File: config.mk
export PLATFORM = sky130hd
export DESIGN_NAME = mlp_ram
export DESIGN_NICKNAME = d
export VERILOG_FILES = /design/src/mlp_ram.sv
export SDC_FILE = /design/constraint.sdc
export NUM_CORES = 1
export LEC_CHECK = 0
export BUFFER_PORTS_ARGS = -buffer_cell sky130_fd_sc_hd__buf_2
export CORE_UTILIZATION = 55
export DETAILED_ROUTE_END_ITERATION = 8
export GPL_TIMING_DRIVEN = 0
export MAX_ROUTING_LAYER = met4
export PLACE_DENSITY = 0.75
export SLEW_MARGIN = 20
export SYNTH_ARGS = -nofsm -noshare
export SYNTH_HDL_FRONTEND = slang
export SYNTH_SLANG_ARGS = --single-unit
File: constraint.sdc
create_clock -name clock -period 2.7 [get_ports clock]
set_clock_uncertainty 0.15 [all_clocks]
set_input_delay 0.54 -clock clock [delete_from_list [all_inputs] [get_ports clock]]
set_output_delay 0.54 -clock clock [all_outputs]
set_load 0.1 [all_outputs]
File: src/mlp_ram.sv
// ----------------------------------------------------------------------------
// mlp_ram
// Generic single-write, single-read RAM with registered read data.
// ----------------------------------------------------------------------------
module mlp_ram #(
   parameter int WIDTH = 16,
   parameter int DEPTH = 16,
   localparam int ADDR_BITS = $clog2(DEPTH)
) (
   input  logic                 clock,
   input  logic                 wr_en,
   input  logic [ADDR_BITS-1:0] wr_addr,
   input  logic [WIDTH-1:0]     wr_data,
   input  logic [ADDR_BITS-1:0] rd_addr,
   output logic [WIDTH-1:0]     rd_data
);

   logic [WIDTH-1:0] mem_ff [DEPTH];
   logic [WIDTH-1:0] rd_data_ff;

   // write port and registered read port
   always_ff @(posedge clock) begin
      if (wr_en) begin
         mem_ff[wr_addr] <= wr_data;
      end
      rd_data_ff <= mem_ff[rd_addr];
   end

   assign rd_data = rd_data_ff;

endmodule

==> metrics <==
syn avg cell area=23.2 sq um; Synth Instances=432; PwrDens=780 nW/um^2; Starting DRT DRC Count=566; die height=137 microns; hpwl dp=13000 microns; buffers added on ports=39; Seq cells post-synth=272; clock slew at reported path FFs=0.06 ns; Clock Latency Late Sink=0.52 ns; antenna cells=0; Final Hold Fails=0; Hold Path Sink=mem_ff[6][4]$_DFFE_PP_; Hold Crit Class=in2reg; Final Cycle Share=0.749; cells on worst reg2reg path=3; antenna-violating nets left=0; post_cts resized=0; main combinational cell family by area after synthesis=multiplexers; Synth top area share=0.765; Synth Area in Adders=0; Synth Area in Simple Gates=0.0192; io pins=42; final setup margin=0.676 ns; Core Region=17900 sq um; Overall Power=around 0.0091 W; Static Leakage=3.85 nW; register area=around 8000 sq um; post-synthesis sequential area ratio=0.797; Ys Warns=0; H-tree Lvls=1; number of remaining DRC errors=0; final net count=544; Reg-to-Reg End=rd_data[4]$_DFF_P_; Tmin final=2.02 ns; largest net degree at the start of global routing=17; clock sinks=272; DR vias=between 4000 and 5000; Rows=49; Hold-fix buffers, CTS=0; WP data arrival=2.10 ns; outcome=completed; R2R Setup Slk=between 1 and 1.5 ns; setup violators final=0; layout cell share with drive strength beyond 1=0.329; Slew @ Worst Pin=0.809 ns; routed len/inst=26.8 microns; WL final=20500 microns; routed vias/inst=between 6 and 7; unrepaired setup endpoints after global routing=false; CTS Buf Count=26; antenna violations before repair=0; Max Fanout on Critical Path=10; Layout fillers=1132; # Post-CTS Setup Buffers=0; dpl ws=~0.14 ns; area added between synthesis and finish=16.6%; die area=18800 sq um; syn_nets=~460; Synth Area in XOR/XNOR=0; GRT Total Usage=0.240; GPL Wtd Cong=0.769; Worst Min Path Start=wr_data[4]; CTS tree=yes; Worst slew margin=0.461; Post-Syn Area=10000 sq um; Die W=~140 microns; maximum clock insertion buffer count=3; Synth area leader=edfxtp_1; Synth cell types=19; area occupied by multi-input gates=roughly 2000 sq um; reg2reg start=mem_ff[9][4]$_DFFE_PP_; largest cells by area after synthesis=edfxtp_1, mux4_2, dfxtp_1; CTS Root Cell=clkbuf_16; critical path class=in2reg; Hold Path Stages=1; startpoint types=input pin; grt total ovfl=0; Compound-Gate Fraction of Synth Area=0.0239; final slew viol count=0; post-synthesis mux area share=0.147; Worst VDD drop=541 uV; starting density of the core=0.561; 1st-pass router iterations=5; MaxCap Viol Count=0; vias in the first global route=4928; crit path capture type=register; first-pass GRT wire length=between 30000 and 40000 microns; Peak Freq=494 MHz; worst path required time=~2.8 ns
==> layer usage <==
layer  vias to the layer above  GRT usage  wire length [microns]
met2                       222      0.399                  10700
met3                        37     0.0326                   1280
met1                      2530      0.308                   7980
li1                       2016          -                      -
met5                         -          -                      0
met4                         0     0.0794                    541
==> final cells by class <==
type | count | share of cell area
flip-flops and latches | 272 | 0.684
multi-input cells | 139 | 0.168
clock inverters | 13 | 0.0138
well taps | 229 | 0.0245
clock buffers | 35 | 0.0628
plain buffers | 21 | 0.0106
repair buffers | 58 | 0.0368
==> how the worst max path moves through the flow <==
stage	endpoint	slack, ns	startpoint
floorplan	mem_ff[8][0]$_DFFE_PP_	0.26	wr_addr[2]
CTS	mem_ff[1][13]$_DFFE_PP_	0.68	wr_addr[2]
detailed placement	mem_ff[1][10]$_DFFE_PP_	0.14	wr_addr[2]
global placement	mem_ff[8][15]$_DFFE_PP_	-1.06	wr_addr[2]
finish	mem_ff[1][8]$_DFFE_PP_	0.68	wr_addr[2]
global route	mem_ff[1][8]$_DFFE_PP_	0.66	wr_addr[2]
==> kinds of logic (layout without fill, tap and decap cells) <==
logic type / Yosys count / in the layout
AOI/OAI and AO/OA: 32 / 32
muxes: 64 / 64
and+or+nand+nor: 43 / 43
DFF: 272 / 272
buffers and inverters: 21 / 127
==> report_power, final <==
part           leakage [nW]  switching, W  internal [W]
clock                 0.436       0.00147       0.00229
combinational         0.968      0.000456      0.000184
sequential             2.45     0.0000245       0.00472
total                  3.85       0.00195       0.00719
==> critical path, stage by stage <==
cell and delay, ns:
buf_2 0.12, or3b_2 0.57, nor2_2 0.62, buf_6 0.24
==> flip-flops by register name, indices dropped and copies added, names as in the netlist <==
register  flops
mem_ff      256
rd_data      16
==> synthesized netlist by cell type <==
| library cell | count |
|---|---|
| a22oi_1 | 32 |
| and2_1 | 1 |
| buf_1 | 3 |
| buf_2 | 3 |
| buf_4 | 3 |
| buf_6 | 4 |
| clkbuf_1 | 8 |
| dfxtp_1 | 16 |
| edfxtp_1 | 256 |
| mux4_1 | 10 |
| mux4_2 | 54 |
| nand2_1 | 17 |
| nand2b_1 | 2 |
| nand3_1 | 1 |
| nand3b_1 | 2 |
| nor2_1 | 13 |
| nor2b_1 | 2 |
| nor3_1 | 4 |
| or3b_2 | 1 |
==> stage by stage <==
| stage | cell area [sq um] | util | hold slack [ns] | instances | TNS [ns] |
|---|---|---|---|---|---|
| after global routing | 11700 | 0.654 | 0.244 | 767 | 0 |
| after global placement | 10500 | 0.588 | 0.501 | 700 | -94.66 |
| after floorplan | 10000 | - | 0.485 | 432 | 0 |
| after CTS | 11700 | 0.654 | 0.234 | 767 | 0 |
| after detailed placement | 10800 | 0.604 | 0.514 | 719 | 0 |
| final | 11700 | 0.654 | 0.245 | 767 | 0 |
==> cell usage in the layout (no fill, tap or decap), drive strengths merged <==
master	n
a22oi	32
and2	1
buf	71
bufinv	4
clkbuf	43
clkinv	8
clkinvlp	1
dfxtp	16
edfxtp	256
mux4	64
nand2	17
nand2b	2
nand3	1
nand3b	2
nor2	13
nor2b	2
nor3	4
or3b	1
(Power assumes the default switching activity.)
