<file path="config.mk">
export PLATFORM = sky130hd
export DESIGN_NAME = mlp_mac
export DESIGN_NICKNAME = d
export VERILOG_FILES = /design/src/mlp_pkg.sv /design/src/mlp_mac.sv
export SDC_FILE = /design/constraint.sdc
export NUM_CORES = 1
export LEC_CHECK = 0
export BUFFER_PORTS_ARGS = -buffer_cell sky130_fd_sc_hd__buf_2
export CAP_MARGIN = 40
export CORE_AREA = 2 2 159 161
export CTS_BUF_LIST = sky130_fd_sc_hd__clkbuf_8
export DETAILED_ROUTE_END_ITERATION = 8
export DIE_AREA = 0 0 161 163
export HOLD_SLACK_MARGIN = 0.1
export MAX_ROUTING_LAYER = met4
export PLACE_DENSITY = 0.86
export SLEW_MARGIN = 15
export SYNTH_ARGS = -nofsm -noshare
export SYNTH_HDL_FRONTEND = slang
export SYNTH_SLANG_ARGS = --single-unit
</file>
<file path="constraint.sdc">
create_clock -name clock -period 17.15 [get_ports clock]
set_input_delay 2.5725 -clock clock [delete_from_list [all_inputs] [get_ports clock]]
set_output_delay 2.5725 -clock clock [all_outputs]
set_load 0.1 [all_outputs]
</file>
<file path="src/mlp_pkg.sv">
// ----------------------------------------------------------------------------
// mlp_pkg
// Sizes, codes and types shared by the MLP inference block.
// ----------------------------------------------------------------------------
package mlp_pkg;

   // network and number format
   localparam int MAX_LAYERS   = 4;
   localparam int MAX_WIDTH    = 16;
   localparam int DATA_BITS    = 16;
   localparam int FRAC_DEFAULT = 8;

   localparam int LAYER_BITS = $clog2(MAX_LAYERS);
   localparam int IDX_BITS   = $clog2(MAX_WIDTH);
   localparam int CNT_BITS   = IDX_BITS + 1;
   localparam int LCNT_BITS  = 3;
   localparam int OP_BITS    = 2;
   localparam int OUT_BITS   = DATA_BITS - 1;
   localparam int PROD_BITS  = 2 * DATA_BITS;
   // 16 products plus the scaled bias never leave this range
   localparam int ACC_BITS   = PROD_BITS + IDX_BITS + 2;

   // storage
   localparam int WEIGHT_DEPTH = MAX_LAYERS * MAX_WIDTH * MAX_WIDTH;
   localparam int BIAS_DEPTH   = MAX_LAYERS * MAX_WIDTH;
   localparam int ACT_DEPTH    = 2 * MAX_WIDTH;

   // ports
   localparam int REQ_DATA_BITS = 32;
   localparam int RSP_DATA_BITS = 24;
   localparam int CSR_ADDR_BITS = 5;
   localparam int CSR_DATA_BITS = 32;

   // item kinds on req_tuser
   typedef enum logic [OP_BITS-1:0] {
      OP_WEIGHT = 2'd0,
      OP_BIAS   = 2'd1,
      OP_INPUT  = 2'd2
   } op_type;

   // register indexes (byte address / 4)
   typedef enum logic [2:0] {
      REG_LAYER_COUNT = 3'd0,
      REG_INPUT_WIDTH = 3'd1,
      REG_WIDTH_ONE   = 3'd2,
      REG_WIDTH_TWO   = 3'd3,
      REG_WIDTH_THREE = 3'd4,
      REG_WIDTH_FOUR  = 3'd5
   } reg_type;

   // sequencer to MAC unit
   typedef struct packed {
      logic load_bias;  // bias read data valid, start a neuron
      logic issue;      // weight and activation reads issued this cycle
   } mac_ctl_type;

endpackage

</file>
<file path="src/mlp_mac.sv">
// ----------------------------------------------------------------------------
// mlp_mac
// Shared multiply-accumulate unit: one product per cycle into a wide
// accumulator, then truncation, saturation and ReLU of the neuron sum.
// ----------------------------------------------------------------------------
module mlp_mac #(
   parameter int FRAC_BITS = mlp_pkg::FRAC_DEFAULT
) (
   input  logic                          clock,
   input  logic                          reset,
   input  mlp_pkg::mac_ctl_type          ctl,
   input  logic [mlp_pkg::DATA_BITS-1:0] bias,
   input  logic [mlp_pkg::DATA_BITS-1:0] weight,
   input  logic [mlp_pkg::DATA_BITS-1:0] act,
   output logic                          busy,
   output logic [mlp_pkg::OUT_BITS-1:0]  result
);
   import mlp_pkg::*;

   logic                        issue_d_ff;
   logic                        prod_v_ff;
   logic signed [PROD_BITS-1:0] prod_ff;
   logic signed [PROD_BITS-1:0] prod_in;
   logic signed [ACC_BITS-1:0]  acc_ff;
   logic signed [ACC_BITS-1:0]  acc_in;
   logic signed [ACC_BITS-1:0]  shifted;

   // pipeline valids: read data, then product
   always_ff @(posedge clock) begin
      if (reset) begin
         issue_d_ff <= 1'b0;
         prod_v_ff  <= 1'b0;
      end else begin
         issue_d_ff <= ctl.issue;
         prod_v_ff  <= issue_d_ff;
      end
   end

   assign prod_in = PROD_BITS'($signed(weight) * $signed(act));

   // accumulator: bias scaled to the product format, then add products
   always_comb begin
      acc_in = acc_ff;
      if (ctl.load_bias) begin
         acc_in = ACC_BITS'($signed(bias)) <<< FRAC_BITS;
      end else if (prod_v_ff) begin
         acc_in = acc_ff + ACC_BITS'(prod_ff);
      end
   end

   always_ff @(posedge clock) begin
      if (issue_d_ff) begin
         prod_ff <= prod_in;
      end
      acc_ff <= acc_in;
   end

   assign busy = issue_d_ff | prod_v_ff;

   // round toward zero (sum is non-negative here), saturate, clip at zero
   always_comb begin
      shifted = acc_ff >>> FRAC_BITS;
      if (acc_ff[ACC_BITS-1]) begin
         result = '0;
      end else if (|shifted[ACC_BITS-1:OUT_BITS]) begin
         result = '1;
      end else begin
         result = shifted[OUT_BITS-1:0];
      end
   end

endmodule

</file>
==> results of run 1 <==
per-stage QoR:
stage | cell area (µm²) | cells
after floorplan | 14180 | 1505
after global placement | 14760 | 1855
after detailed placement | 14790 | 1856
after CTS | 14980 | 1872
after global routing | 14980 | 1872
final | 14980 | 1872
state kept, by name, indices dropped and copies added, names as in the netlist:
signal,count
acc_ff,38
issue_d_ff,1
prod_ff,32
prod_v_ff,1
tightest hold or removal path: cells and delay by family (launching register included):
kind             cells  cell delay [ps]
AND/OR/NAND/NOR      1               70
flip-flops           1              340
multiplexers         1               70
layout make-up:
class | count | area (µm²)
timing repair buffer | 69 | 370.4
inverter | 296 | 1111
clock inverter | 7 | 72.57
tap | 330 | 412.9
clock buffer | 9 | 123.9
sequential | 72 | 2062
multi-input combinational | 1089 | 10830
fill | 1999 | 9689
cell usage after synthesis (38+ instances only):
cell type | count | area, µm²
sky130_fd_sc_hd__inv_1 | 296 | 1111
sky130_fd_sc_hd__fa_1 | 263 | 5265
sky130_fd_sc_hd__nand2_1 | 164 | 615.6
sky130_fd_sc_hd__and2_1 | 130 | 813.3
sky130_fd_sc_hd__ha_1 | 119 | 1489
sky130_fd_sc_hd__nor2_1 | 72 | 270.3
sky130_fd_sc_hd__edfxtp_1 | 62 | 1862
sky130_fd_sc_hd__a21oi_1 | 53 | 265.3
sky130_fd_sc_hd__clkbuf_1 | 47 | 176.4
sky130_fd_sc_hd__xnor2_1 | 42 | 367.9
sky130_fd_sc_hd__o21ai_0 | 41 | 205.2
sky130_fd_sc_hd__a21o_1 | 38 | 285.3
cell usage in the layout (no fill, tap or decap), types with 8 or more instances in the layout:
| master | n |
|---|---|
| sky130_fd_sc_hd__ha_1 | 119 |
| sky130_fd_sc_hd__a21o_1 | 38 |
| sky130_fd_sc_hd__inv_1 | 297 |
| sky130_fd_sc_hd__buf_2 | 67 |
| sky130_fd_sc_hd__o21bai_1 | 8 |
| sky130_fd_sc_hd__nand2_1 | 164 |
| sky130_fd_sc_hd__nor2b_1 | 8 |
| sky130_fd_sc_hd__o21ai_0 | 41 |
| sky130_fd_sc_hd__and2_1 | 130 |
| sky130_fd_sc_hd__a31oi_1 | 9 |
| sky130_fd_sc_hd__a21oi_1 | 53 |
| sky130_fd_sc_hd__xor2_1 | 20 |
| sky130_fd_sc_hd__o21a_1 | 9 |
| sky130_fd_sc_hd__dfxtp_1 | 10 |
| sky130_fd_sc_hd__o211ai_1 | 8 |
| sky130_fd_sc_hd__nor2_1 | 72 |
| sky130_fd_sc_hd__fa_1 | 263 |
| sky130_fd_sc_hd__edfxtp_1 | 62 |
| sky130_fd_sc_hd__clkbuf_8 | 9 |
| sky130_fd_sc_hd__xnor2_1 | 42 |
| sky130_fd_sc_hd__nand2b_1 | 12 |
layer usage:
metal / global-route usage (%) / wire length (µm) / part of all wire (%)
met1: 33.99 / 13370 / 40
met2: 47.15 / 16410 / 49
met3: 3.845 / 2100 / 6.3
met4: 12.50 / 1530 / 4.6
met5: - / 0 / 0
kinds of logic (layout without fill, tap and decap cells):
group,Yosys count,count (layout),synth area share [%]
buffers and inverters,344,381,9.103
AOI/OAI and AO/OA,212,212,9.897
adders and majority gates,382,382,47.61
DFF,72,72,14.54
xor gates and xnor gates,62,62,3.828
and+or+nand+nor,427,427,14.60
muxes,6,6,0.4234
path summary, 6_finish.rpt:
check | startpoint | endpoint | cells past startpoint
hold / removal | acc_ff[7]$_SDFFE_PP0P_ | acc_ff[7]$_SDFFE_PP0P_ | 2
setup reg to reg | acc_ff[0]$_SDFFE_PP0P_ | acc_ff[30]$_DFFE_PP_ | 13
hold reg to reg | acc_ff[7]$_SDFFE_PP0P_ | acc_ff[7]$_SDFFE_PP0P_ | 2
setup / recovery | act[1] | prod_ff[31]$_DFFE_PP_ | 24
==> PnR_summary.wiki, run 1 <==
{| class="wikitable"
! Metric !! Value
|-
| Die W || 161 µm
|-
| Min-delay worst type || flip-flop to flip-flop
|-
| Total routing resource utilization after global routing || 28.02%
|-
| Maximum number of pins on one net before global-route repair || 35
|-
| Number of buffers created by CTS || 9
|-
| Outcome || completed
|-
| Max clock buf depth || 2
|-
| Syn. warnings || 0
|-
| Hold_buf cts || 0
|-
| Starting DRC count in detailed routing || 860
|-
| Area of the mapped netlist || 14180 µm²
|-
| Overall routed net length || 33410 µm
|-
| Synthesized instance count || 1505
|-
| Pre-antenna DRT Iters || 7
|-
| Final worst slack || 8700 ps
|-
| Growth of design area from synthesis to finish || 5.637%
|-
| Effective utilization at floorplan || 57.49%
|-
| Unrepaired setup endpoints after global routing || false
|-
| Critical path, cell by cell || buf_2 > nand2_1 > inv_1 > fa_1 > inv_1 > fa_1 > fa_1 > inv_1 > fa_1 > fa_1 > inv_1 > fa_1 > inv_1 > ha_1 > a21o_1 > a21o_1 > a21oi_1 > nand2_1 > a31o_2 > a211o_1 > a311o_1 > a21o_1 > a21oi_1 > xnor2_1
|-
| Vias in the first global route || 11643
|-
| Wire length of the first global-routing pass || 56760 µm
|-
| Antenna viol nets, final || 0
|-
| Post-layout min period || 8450 ps
|-
| Post-CTS Setup Inserts || 0
|-
| Final Util || 60.73%
|-
| Average wire per standard cell || 17.85 µm
|-
| Ratio of routed vias to standard cells || 5.724
|-
| Worst stage delay on the critical path || 510 ps
|-
| Final clock skew || 13.33 ps
|-
| Most frequent cell on the critical path || sky130_fd_sc_hd__fa_1
|-
| I/O pin count || 68
|-
| Endpoints failing hold || 0
|-
| Final total negative setup slack || 0 ps
|-
| Clock network latency to the later pin of the worst-skew pair || 360 ps
|-
| Setup slack at placement || 8329 ps
|-
| Main flop type after synthesis || sky130_fd_sc_hd__edfxtp_1
|-
| Worst path slowest cell || sky130_fd_sc_hd__fa_1
|-
| Worst setup EP type || flip-flop
|-
| Yosys reg bits || 72
|-
| Final global-route overflow total || 0
|-
| Post-detailed-route DRC marker count || 0
|-
| Post-Synthesis Net Count || 1939
|-
| Count of final setup violators || 0
|-
| Synthesized area per cell || 9.425 µm²
|-
| Endpoint arrival time on the critical path || 8560 ps
|-
| Fin crit share || 49.27%
|-
| Sequential fraction of the synthesis area || 14.54%
|-
| Largest driver fanout on the critical path || 16
|-
| CP Class || input port to flip-flop
|-
| Final HPWL from detailed placement || 27190 µm
|-
| Slew Limit Fails || 0
|-
| Num rows || 58
|-
| Max-cap violation count || 0
|-
| Count of flip-flops with a built-in enable after synthesis || 62
|-
| Relative slew slack || 47.62%
|-
| Via total after detailed routing || 10715
|-
| Post-synth ARST share || 0%
|-
| CTS-repair resized insts || 0
|-
| Total inserted antenna cells || 0
|-
| Num Clock Sinks || 72
|-
| Layout Nets || 1971
|-
| Type of element launching the critical path || input port
|-
| CTS tree || done
|-
| Setup slack, reg-to-reg || 13600 ps
|-
| Fmax || 0.1183 GHz
|-
| Post-synthesis cell type count || 51
|-
| Worst slew pin tran || 785.7 ps
|-
| Fraction of layout instances using a drive strength above 1 || 6.161%
|-
| Hold Slack || 512.4 ps
|-
| Die Ht || 163 µm
|-
| Buffers and inverters on the worst path || 6
|-
| Antenna violations before repair || 0
|-
| Core Footprint || 24670 µm²
|-
| GP Congestion || 0.9403
|-
| Library cell used as clock root buffer || sky130_fd_sc_hd__clkbuf_8
|-
| H-tree level count || 3
|-
| Floorplan die area || 26240 µm²
|-
| Cell type group with the largest total delay on the critical path || adder cells
|-
| Required @ worst endpoint || 17260 ps
|-
| Count of input and output buffers || 67
|-
| CTS clock-pin slew for the worst setup and hold paths || 90 ps
|}
Power of run 1 is not shown: default switching activity piles up to over one toggle a cycle in this logic, so the estimate is an artifact.
==> run 2, diff against run 1 <==
Settings changed: ABC_AREA from default to 1, CORE_AREA 2 2 159 161 to 2 2 169 171, DIE_AREA 0 0 161 163 to 0 0 171 173.
Clock period 17.15 ns to 8.9 ns, I/O delays scaled along.
==> PnR_summary.wiki, run 2 <==
{| class="wikitable"
! Metric !! Value
|-
| Fin crit share || 75.82%
|-
| CP Class || input port to flip-flop
|-
| Num Clock Sinks || 72 (unchanged)
|-
| Worst slew pin tran || 799.7 ps (+14.05 ps)
|-
| Ratio of routed vias to standard cells || 5.271 (-7.9%)
|-
| Count of flip-flops with a built-in enable after synthesis || 62 (unchanged)
|-
| I/O pin count || 68 (unchanged)
|-
| Max clock buf depth || 2 (unchanged)
|-
| FF/Latch Area || 2062 µm² (unchanged)
|-
| Worst setup EP type || flip-flop
|-
| Via total after detailed routing || 13731 (+28%)
|-
| Outcome || completed
|-
| Maximum number of pins on one net before global-route repair || 34 (-2.9%)
|-
| Final worst slack || 2152 ps (-6548 ps)
|-
| R2R Path End || acc_ff[30]$_DFFE_PP_
|-
| Num rows || 61 (+5.2%)
|-
| Starting DRC count in detailed routing || 1272 (+48%)
|-
| Post-synthesis cell type count || 36 (-29%)
|-
| H-tree level count || 3 (unchanged)
|-
| Most common library cell in the layout ignoring fill and taps || sky130_fd_sc_hd__nand2_1
|-
| Post-detailed-route DRC marker count || 0 (unchanged)
|-
| Post-Synthesis Net Count || 2643 (+36%)
|-
| Min-delay worst type || flip-flop to flip-flop
|-
| Layout filler cell count || 2499 (+25%)
|-
| Endpoint arrival time on the critical path || 6960 ps (-1600 ps)
|-
| GP Congestion || 1.012 (+7.7%)
|-
| Endpoint with the worst hold slack || acc_ff[0]$_SDFFE_PP0P_
|-
| Effective utilization at floorplan || 58.28% (+0.79 points)
|-
| Total inserted antenna cells || 0 (unchanged)
|-
| Die Ht || 173 µm (+6.1%)
|-
| Final global-route overflow total || 0 (unchanged)
|-
| Area of the mapped netlist || 16100 µm² (+14%)
|-
| Antenna viol nets, final || 0 (unchanged)
|-
| Wire length of the first global-routing pass || 71750 µm (+26%)
|-
| Synth top area share || 32.70% (-4.4 points)
|-
| Main flop type after synthesis || sky130_fd_sc_hd__edfxtp_1
|-
| Post-synth ARST share || 0% (unchanged)
|-
| Most numerous cell in the Yosys netlist || sky130_fd_sc_hd__nand2_1
|-
| Largest register FFs || 38 (unchanged)
|-
| Antenna violations before repair || 0 (unchanged)
|-
| Vias in the first global route || 14565 (+25%)
|-
| Growth of design area from synthesis to finish || 4.981%
|-
| Setup slack at placement || 1861 ps (-6468 ps)
|-
| Setup slack, reg-to-reg || 6070 ps (-7530 ps)
|-
| Endpoints failing hold || 0 (unchanged)
|-
| Floorplan die area || 29580 µm² (+13%)
|-
| Max-cap violation count || 0 (unchanged)
|-
| Reg-to-reg critical path startpoint || acc_ff[0]$_SDFFE_PP0P_
|-
| Worst reg2reg path depth || 15 (+2)
|-
| Overall routed net length || 43240 µm (+29%)
|-
| Largest driver fanout on the critical path || 16 (unchanged)
|-
| Count of input and output buffers || 67 (unchanged)
|-
| Cell type with the highest aggregate area in the netlist || sky130_fd_sc_hd__fa_1
|-
| Area of the multi-input gates || 11530 µm² (+6.5%)
|-
| Syn. warnings || 0 (unchanged)
|-
| Worst hold path stage count || 2 (unchanged)
|-
| Final HPWL from detailed placement || 36560 µm (+34%)
|-
| Sequential fraction of the synthesis area || 12.81% (-1.7 points)
|-
| Synthesized instance count || 2209 (+47%)
|-
| Total routing resource utilization after global routing || 31.78% (+3.8 points)
|-
| Clock network latency to the later pin of the worst-skew pair || 390 ps (+30 ps)
|-
| CTS-repair resized insts || 0 (unchanged)
|-
| Synthesized area per cell || 7.289 µm² (-23%)
|-
| Layout Nets || 2656 (+35%)
|-
| Library cell used as clock root buffer || sky130_fd_sc_hd__clkbuf_8
|-
| Post-CTS Setup Inserts || 0 (unchanged)
|-
| Required @ worst endpoint || 9110 ps (-8150 ps)
|-
| Yosys reg bits || 72 (unchanged)
|-
| Count of final setup violators || 0 (unchanged)
|-
| Number of buffers created by CTS || 9 (unchanged)
|-
| Type of element launching the critical path || input port
|-
| Die W || 171 µm (+6.2%)
|-
| Fraction of layout instances using a drive strength above 1 || 5.299% (-0.86 points)
|-
| Slew Limit Fails || 0 (unchanged)
|-
| Unrepaired setup endpoints after global routing || false
|-
| Largest registers || acc_ff x38, prod_ff x32
|-
| Pre-antenna DRT Iters || 5 (-2)
|-
| Post-synth top cells || 656 x sky130_fd_sc_hd__nand2_1, 595 x sky130_fd_sc_hd__inv_1, 263 x sky130_fd_sc_hd__fa_1
|-
| Post-layout min period || 6748 ps
|-
| Final Util || 61.18% (+0.45 points)
|-
| Average wire per standard cell || 16.60 µm (-7.0%)
|-
| Final total negative setup slack || 0 ps (unchanged)
|-
| Final clock skew || 18.16 ps (+4.836 ps)
|-
| CTS tree || done
|-
| Core Footprint || 27630 µm² (+12%)
|-
| Biggest register || acc_ff
|-
| Hold_buf cts || 0 (unchanged)
|-
| Relative slew slack || 46.53% (-1.1 points)
|-
| Critical hold path startpoint || acc_ff[0]$_SDFFE_PP0P_
|-
| Largest cells by area after synthesis || sky130_fd_sc_hd__fa_1 33%, sky130_fd_sc_hd__nand2_1 15%, sky130_fd_sc_hd__inv_1 14%, sky130_fd_sc_hd__edfxtp_1 12%, sky130_fd_sc_hd__ha_1 9.2%
|-
| Most frequent cells in the layout || 656 x sky130_fd_sc_hd__nand2_1, 595 x sky130_fd_sc_hd__inv_1, 263 x sky130_fd_sc_hd__fa_1
|-
| CTS clock-pin slew for the worst setup and hold paths || 100 ps (about the same)
|-
| Hold Slack || 487.4 ps (-24.93 ps)
|-
| Fmax || 0.1482 GHz
|}
run 2: worst max-delay path by stage:
stage | from | to | slack (ps)
2_1_floorplan | act[3] | prod_ff[30]$_DFFE_PP_ | 2310
3_3_place_gp | act[1] | prod_ff[23]$_DFFE_PP_ | 1900
3_5_place_dp | act[1] | prod_ff[23]$_DFFE_PP_ | 1860
4_1_cts | act[1] | prod_ff[23]$_DFFE_PP_ | 2250
5_1_grt | act[1] | prod_ff[27]$_DFFE_PP_ | 1930
6_report | act[2] | prod_ff[23]$_DFFE_PP_ | 2150
run 2: logic make-up after synthesis:
group | after synthesis | share of synthesized area (%)
buffers and inverters | 667 | 15.56
xor gates and xnor gates | 35 | 1.904
DFF | 72 | 12.81
AOI/OAI and AO/OA | 137 | 4.709
adders and majority gates | 382 | 41.95
and+or+nand+nor | 916 | 23.07
run 2: worst max-delay path: stages:
cell and delay, ps:
sky130_fd_sc_hd__buf_2 350, sky130_fd_sc_hd__nand2_1 160, sky130_fd_sc_hd__inv_1 100, sky130_fd_sc_hd__fa_1 570, sky130_fd_sc_hd__fa_1 820, sky130_fd_sc_hd__fa_1 510
sky130_fd_sc_hd__fa_1 500, sky130_fd_sc_hd__fa_1 490, sky130_fd_sc_hd__inv_1 50, sky130_fd_sc_hd__fa_1 470, sky130_fd_sc_hd__inv_1 40, sky130_fd_sc_hd__ha_1 360
sky130_fd_sc_hd__nand2_1 150, sky130_fd_sc_hd__nor2_1 140, sky130_fd_sc_hd__inv_1 90, sky130_fd_sc_hd__nor2_1 210, sky130_fd_sc_hd__nand4_1 190, sky130_fd_sc_hd__nand3_1 180
sky130_fd_sc_hd__xor2_1 230
run 2: final cells by class:
cell class | count | share of cell area, %
clock buffer | 9 | 0.7328
clock inverter | 7 | 0.5033
inverter | 599 | 13.30
multi-input combinational | 1470 | 68.23
tap | 378 | 2.798
sequential | 72 | 12.20
timing repair buffer | 70 | 2.235
run 2: routing by layer:
metal  up-vias  GRT usage, %  wire length, µm
met2       575         51.55            20700
li1       6490             -                -
met4         0         8.828             1126
met1      6560         41.87            18050
met5         -             -                0
met3       106         4.486             3368
run 2: per-stage QoR:
stage                     area [µm²]  std cells
after floorplan                16100       2209
after global placement         16670       2588
after detailed placement       16690       2589
after CTS                      16900       2605
after global routing           16900       2605
final                          16900       2605
Power of run 2 is left out for the same reason.
